**src/sv/lzd_pkg.sv**
```systemverilog
// ----------------------------------------------------------------------------
// lzd_pkg
// Shared types and constants for the LZ78 stream decoder.
// ----------------------------------------------------------------------------
package lzd_pkg;

  localparam int BYTE_W = 8;
  localparam int LEN_W  = 7;   // entry length field, holds up to MAX_ENTRY_LEN + 1
  localparam int CODE_W = 16;  // full width of a received code

  // One decoded result on its way to the output register
  typedef struct packed {
    logic              valid;
    logic [BYTE_W-1:0] data;
    logic              last;
    logic              err;
  } res_t;

endpackage

```
**src/sv/lzd_ctrl.sv**
```systemverilog
// ----------------------------------------------------------------------------
// lzd_ctrl
// Token parser and dictionary sequencer: builds entries, walks an entry's
// parent chain into the reverse stack and pops it out in order.
// ----------------------------------------------------------------------------
module lzd_ctrl #(
  parameter int DICT_ENTRIES  = 4096,
  parameter int MAX_ENTRY_LEN = 64
) (
  input  logic                clk,
  input  logic                rst_n,
  input  logic                in_valid,
  output logic                in_ready,
  input  logic [7:0]          in_byte,
  input  logic                in_start,
  input  logic                out_free,
  output lzd_pkg::res_t       res,
  // dictionary RAM
  output logic                          dict_we,
  output logic [$clog2(DICT_ENTRIES)-1:0] dict_waddr,
  output logic [$clog2(DICT_ENTRIES+1)+lzd_pkg::BYTE_W+lzd_pkg::LEN_W-1:0] dict_wdata,
  output logic [$clog2(DICT_ENTRIES)-1:0] dict_raddr,
  input  logic [$clog2(DICT_ENTRIES+1)+lzd_pkg::BYTE_W+lzd_pkg::LEN_W-1:0] dict_rdata,
  // reverse stack RAM
  output logic                           stk_we,
  output logic [$clog2(MAX_ENTRY_LEN)-1:0] stk_waddr,
  output logic [lzd_pkg::BYTE_W-1:0]     stk_wdata,
  output logic [$clog2(MAX_ENTRY_LEN)-1:0] stk_raddr,
  input  logic [lzd_pkg::BYTE_W-1:0]     stk_rdata
);
  import lzd_pkg::*;

  localparam int CW  = $clog2(DICT_ENTRIES + 1);
  localparam int AW  = $clog2(DICT_ENTRIES);
  localparam int SPW = $clog2(MAX_ENTRY_LEN + 1);
  localparam int SAW = $clog2(MAX_ENTRY_LEN);

  typedef enum logic [3:0] {
    S_IDLE = 4'b0001,
    S_WALK = 4'b0010,
    S_RD   = 4'b0100,
    S_POP  = 4'b1000
  } state_t;

  typedef enum logic [3:0] {
    PH_FIRST   = 4'b0001,
    PH_CODE_LO = 4'b0010,
    PH_CODE_HI = 4'b0100,
    PH_LITERAL = 4'b1000
  } phase_t;

  state_t           state_r, state_nxt;
  phase_t           phase_r, phase_nxt;
  logic [CW-1:0]    cnt_r, cnt_nxt;
  logic [CW-1:0]    prefix_r, prefix_nxt;
  logic [LEN_W-1:0] plen_r, plen_nxt;
  logic [7:0]       lo_r, lo_nxt;
  logic             hold_r, hold_nxt;
  logic [SPW-1:0]   sp_r, sp_nxt;

  logic             in_acc;
  phase_t           ph_eff;
  logic [CW-1:0]    cnt_eff;
  logic             hold_eff;
  logic [CW-1:0]    lit_prefix;
  logic [LEN_W-1:0] new_len;
  logic             full;
  logic [CODE_W-1:0] code;
  logic             code_go;
  logic             is_lit;

  logic [CW-1:0]    rd_parent;
  logic [BYTE_W-1:0] rd_byte;
  logic [LEN_W-1:0] rd_len;

  assign {rd_parent, rd_byte, rd_len} = dict_rdata;

  assign in_ready = (state_r == S_IDLE) && out_free;
  assign in_acc   = in_valid && in_ready;

  // a stream start resets the token state before the byte is decoded
  assign ph_eff   = in_start ? PH_FIRST : phase_r;
  assign cnt_eff  = in_start ? '0 : cnt_r;
  assign hold_eff = in_start ? 1'b0 : hold_r;

  assign is_lit     = (ph_eff == PH_FIRST) || (ph_eff == PH_LITERAL);
  assign lit_prefix = (ph_eff == PH_LITERAL) ? prefix_r : '0;
  assign new_len    = (lit_prefix == '0) ? LEN_W'(1) : plen_r + LEN_W'(1);
  assign full       = (cnt_eff == CW'(DICT_ENTRIES));
  assign code       = (ph_eff == PH_CODE_HI) ? {in_byte, lo_r} : CODE_W'(in_byte);

  assign stk_waddr = sp_r[SAW-1:0];
  assign stk_wdata = rd_byte;
  assign stk_raddr = SAW'(sp_r - SPW'(1));

  always_comb begin
    state_nxt  = state_r;
    phase_nxt  = phase_r;
    cnt_nxt    = cnt_r;
    prefix_nxt = prefix_r;
    plen_nxt   = plen_r;
    lo_nxt     = lo_r;
    hold_nxt   = hold_r;
    sp_nxt     = sp_r;
    res        = '0;
    dict_we    = 1'b0;
    dict_waddr = cnt_eff[AW-1:0];
    dict_wdata = {lit_prefix, in_byte, new_len};
    dict_raddr = AW'(code - CODE_W'(1));
    stk_we     = 1'b0;
    code_go    = 1'b0;

    case (state_r)
      S_IDLE: begin
        if (in_acc) begin
          phase_nxt = ph_eff;
          cnt_nxt   = cnt_eff;
          hold_nxt  = hold_eff;
          if (!hold_eff) begin
            if (is_lit) begin
              phase_nxt = PH_CODE_LO;
              if (!full && (new_len > LEN_W'(MAX_ENTRY_LEN))) begin
                hold_nxt  = 1'b1;
                res.valid = 1'b1;
                res.last  = 1'b1;
                res.err   = 1'b1;
              end else begin
                if (!full) begin
                  dict_we = 1'b1;
                  cnt_nxt = cnt_eff + CW'(1);
                end
                res.valid = 1'b1;
                res.data  = in_byte;
                res.last  = 1'b1;
              end
            end else if ((ph_eff == PH_CODE_LO) && (cnt_eff > CW'(255))) begin
              lo_nxt    = in_byte;
              phase_nxt = PH_CODE_HI;
            end else begin
              code_go = 1'b1;
            end
          end
          if (code_go) begin
            phase_nxt  = PH_LITERAL;
            prefix_nxt = '0;
            if (code > CODE_W'(cnt_eff)) begin
              hold_nxt  = 1'b1;
              res.valid = 1'b1;
              res.last  = 1'b1;
              res.err   = 1'b1;
            end else if (code != '0) begin
              // read of code - 1 was issued on dict_raddr this cycle
              prefix_nxt = code[CW-1:0];
              sp_nxt     = '0;
              state_nxt  = S_WALK;
            end
          end
        end
      end
      S_WALK: begin
        stk_we = 1'b1;
        sp_nxt = sp_r + SPW'(1);
        if (sp_r == '0) begin
          plen_nxt = rd_len;
        end
        dict_raddr = AW'(rd_parent - CW'(1));
        if ((rd_parent == '0) || (sp_r + SPW'(1) == SPW'(MAX_ENTRY_LEN))) begin
          state_nxt = S_RD;
        end
      end
      S_RD: begin
        state_nxt = S_POP;
      end
      S_POP: begin
        if (out_free) begin
          res.valid = 1'b1;
          res.data  = stk_rdata;
          res.last  = (sp_r == SPW'(1));
          sp_nxt    = sp_r - SPW'(1);
          state_nxt = (sp_r == SPW'(1)) ? S_IDLE : S_RD;
        end
      end
      default: begin
        state_nxt = S_IDLE;
      end
    endcase
  end

  always_ff @(posedge clk) begin
    if (!rst_n) begin
      state_r  <= S_IDLE;
      phase_r  <= PH_FIRST;
      cnt_r    <= '0;
      prefix_r <= '0;
      hold_r   <= 1'b0;
      sp_r     <= '0;
    end else begin
      state_r  <= state_nxt;
      phase_r  <= phase_nxt;
      cnt_r    <= cnt_nxt;
      prefix_r <= prefix_nxt;
      hold_r   <= hold_nxt;
      sp_r     <= sp_nxt;
    end
  end

  always_ff @(posedge clk) begin
    plen_r <= plen_nxt;
    lo_r   <= lo_nxt;
  end

  a_res_room: assert property (@(posedge clk) disable iff (!rst_n)
    res.valid |-> out_free)
    else $error("result produced while output register is occupied");

  a_cnt_bound: assert property (@(posedge clk) disable iff (!rst_n)
    cnt_r <= CW'(DICT_ENTRIES))
    else $error("entry count beyond dictionary size");

  a_write_room: assert property (@(posedge clk) disable iff (!rst_n)
    dict_we |-> (cnt_eff < CW'(DICT_ENTRIES)))
    else $error("dictionary write while full");

  a_stack_bound: assert property (@(posedge clk) disable iff (!rst_n)
    (state_r == S_WALK) |-> (sp_r < SPW'(MAX_ENTRY_LEN)))
    else $error("reverse stack overflow");

  a_pop_nonempty: assert property (@(posedge clk) disable iff (!rst_n)
    ((state_r == S_RD) || (state_r == S_POP)) |-> (sp_r != '0))
    else $error("pop from empty reverse stack");

endmodule

```
**config.mk**
```make
export PLATFORM = sky130hd
export DESIGN_NAME = lzd_ctrl
export DESIGN_NICKNAME = d
export VERILOG_FILES = /design/src/sv/lzd_pkg.sv /design/src/sv/lzd_ctrl.sv
export SDC_FILE = /design/constraint.sdc
export NUM_CORES = 1
export LEC_CHECK = 0
export BUFFER_PORTS_ARGS = -buffer_cell sky130_fd_sc_hd__buf_2
export CAP_MARGIN = 10
export CORE_MARGIN = 10
export CORE_UTILIZATION = 56
export CTS_CLUSTER_SIZE = 40
export DETAILED_ROUTE_END_ITERATION = 8
export PLACE_DENSITY = 0.86
export SETUP_SLACK_MARGIN = 0.2
export SYNTH_ARGS = -nofsm -noshare
export SYNTH_HDL_FRONTEND = slang
export SYNTH_SLANG_ARGS = --single-unit
```
**constraint.sdc**
```tcl
create_clock -name clk -period 4.85 [get_ports clk]
set_input_delay 0 -clock clk [delete_from_list [all_inputs] [get_ports clk]]
set_output_delay 0 -clock clk [all_outputs]
set_load 0.005 [all_outputs]
```
==> results.json <==
{
  "synth.area.top_cells": "dfxtp_1 (19%), edfxtp_1 (10%), ha_1 (6.0%)",
  "drtAntennaViolNets": 0,
  "io_pins": 135,
  "min_period_ns": 3.82,
  "cts_resized": 0,
  "dieWidth_um": 108,
  "tritoncts": "built",
  "drt_iter0_markers": 398,
  "synth_edf_count": 15,
  "synthToLayoutAreaGrowth_pct": 19.3,
  "ir_worst_vdd_v": 0.000179,
  "synth_top_cell_area_share_pct": 19.2,
  "p_leak_nw": 2.38,
  "avgViaCountPerCell": 6.06,
  "clock_sinks": 57,
  "rsz0062_at_grt": "no",
  "wl_per_cell_um": 18.3,
  "clock_latency_ns": 0.34,
  "whs_ns": 0.00000224,
  "setup_violations": 0,
  "maxCapViolCount": 0,
  "crit_arrival_ns": 4.10,
  "core_um2": 7650,
  "path_delay_family": "simple AND/OR/NAND/NOR gates",
  "path_depth": 12,
  "synth-async-reset-ratio_pct": 0,
  "cp.required_ns": 5.13,
  "cts-root-buf": "clkbuf_8",
  "critical_path.startpoint": "phase_r[3]",
  "crit_buf_inv": 1,
  "syn_avg_cell_area_um2": 7.94,
  "cts.clk_slew.worst_paths_ns": 0.07,
  "cts_buffer_depth": 2,
  "reg2reg_depth": 12,
  "power.density_nw_per_um2": 248,
  "wl_mm": 13.9,
  "grt_pass1_wl_mm": 22.1,
  "place_ws_ns": 1.14,
  "whs_path_depth": 0,
  "postCtsHoldBufs": 15,
  "yosys.area.top_type": "dfxtp_1",
  "slew_violations": 0,
  "die-area_um2": 11700,
  "grt_max_degree": 31,
  "firstDrtPassIters": 5,
  "finalWeightedCongestion": 0.946,
  "htree_levels": 3,
  "grt-ovfl-total": 0,
  "synth_seq_area_share_pct": 29.5,
  "crit_chain": "or3_1, nor2_1, mux2i_1, inv_1, ha_1, nor2b_1, o21bai_1, a21boi_0, nor4_1, o211a_2, and3_1, a22o_1",
  "grt_pass1_vias": 4431,
  "finalCritPeriodShare_pct": 78.7,
  "initial_utilization_pct": 57.2,
  "r2r_end": "prefix_r[8]",
  "nets": 723,
  "cts_setup_buffers": 0,
  "drive_gt1_share_pct": 21.9,
  "cts_made_buffers": 9,
  "critical_path_class": "flip-flop to flip-flop",
  "tns_ns": 0,
  "dp_hpwl_mm": 10.6,
  "slowest_delay_ns": 0.50,
  "track_usage_pct": 23.1,
  "ys_ff_latch": 57,
  "die_h_um": 108,
  "syn_inst": 551,
  "cp-end-kind": "flip-flop",
  "reg2reg_from": "phase_r[3]",
  "synth_cell_types": 60,
  "setup.worst_path.start_class": "flip-flop",
  "numPortBuffers": 118,
  "worst_pin_slew_ns": 1.14,
  "status": "finished, final reports clean",
  "fmaxAchievable_mhz": 262,
  "via_count": 4613,
  "antenna_found_initial": 1,
  "hold_viol": 0,
  "r2r_slack_ns": 1.03,
  "endpoint": "prefix_r[8]",
  "ys.flop_type": "dfxtp_1",
  "finalWorstSetupSlack_ns": 1.03,
  "crit_slowest_cell": "nor4_1",
  "drc_errors": 0,
  "yosysWarnings": 0,
  "clock_skew_ns": 0.00750,
  "path_max_fanout": 11,
  "maxSlewHeadroom_pct": 23.7,
  "hp-start": "dict_rdata[8]",
  "synthesis.area_um2": 4370,
  "syn_nets": 621,
  "fp-row-count": 32,
  "hold_path.class": "input port to output pin"
}
-- routing by layer --
| layer | routed length, um | global-route usage (%) |
|---|---|---|
| met3 | 1470 | 7.08 |
| met4 | 461 | 10.3 |
| met1 | 5220 | 26.2 |
| met2 | 6790 | 39.2 |
| met5 | 0 | 0 |
-- synth_stat cells (4+ instances only) --
cell and instances:
nor4_1 13, or3_1 4, ha_1 21, a31oi_1 8
nand2b_1 15, dfxtp_1 42, a21oi_1 21, nand2_1 68
o21a_1 4, edfxtp_1 15, and2_1 19, nand3_1 21
xor2_1 19, a22o_1 19, o21ai_0 23, buf_4 23
xnor2_1 15, nor4b_1 4, nor3b_1 4, nor3_1 13
nor2_1 48, nand4_1 10, nor2b_1 8, inv_1 22
clkbuf_1 18, mux2i_1 14, and3_1 14
-- report_power, final --
group,switching [mW],leakage (nW),internal (mW)
clock,0.192,0.108,0.286
combinational,0.174,1.80,0.124
sequential,0.0173,0.474,0.500
-- logic make-up (layout without fill, tap and decap cells) --
logic type      Yosys count  in the layout  synth area share (%)
mux                      16             16                  3.72
buf+inv                  67            174                  7.81
simple gates            252            252                  29.8
xor+xnor                 34             34                  6.81
flops                    57             57                  29.5
fa+ha+maj                21             21                  6.01
other cells               0              1                     0
compound gates          104            104                  16.3
-- cell type report --
class	instances	area, um2
Clock inverter	6	82.6
Multi-Input combinational cell	427	2740
Antenna cell	1	2.50
Timing Repair Buffer	136	763
Clock buffer	10	128
Inverter	22	82.6
Sequential cell	57	1290
Fill cell	642	2430
Tap cell	102	128
-- how the worst min path moves through the flow --
stage	to
2_1_floorplan	dict_wdata[10]
6_report	stk_wdata[1]
5_1_grt	stk_wdata[6]
3_5_place_dp	stk_wdata[4]
3_3_place_gp	stk_wdata[4]
4_1_cts	stk_wdata[4]
-- metrics by stage --
step	util (%)	area (um2)	power [mW]	instances
after floorplan	-	4370	0.707	551
after global placement	63.5	4860	0.796	729
after detailed placement	63.5	4860	0.806	729
after CTS	68.2	5220	1.29	760
after global routing	68.2	5220	1.35	761
final	68.2	5220	1.29	761
-- sequential cells by signal (all words and copies together) (netlist names) --
register and cells:
sp_r 7, state_r 4, lo_r 8, cnt_r 13
hold_r 1, prefix_r 13, plen_r 7, phase_r 4
-- cells in the final DEF (no fill, tap or decap), types with 14 or more instances in the layout --
| cell | n |
|---|---|
| mux2i_1 | 14 |
| nand2_1 | 68 |
| dlygate4sd3_1 | 15 |
| xnor2_1 | 15 |
| dfxtp_1 | 42 |
| xor2_1 | 19 |
| nand3_1 | 21 |
| edfxtp_1 | 15 |
| nor2_1 | 48 |
| ha_1 | 21 |
| and2_1 | 19 |
| and3_1 | 14 |
| o21ai_0 | 23 |
| a21oi_1 | 21 |
| a22o_1 | 19 |
| buf_2 | 118 |
| nand2b_1 | 15 |
| inv_1 | 22 |
(Power assumes the default switching activity.)
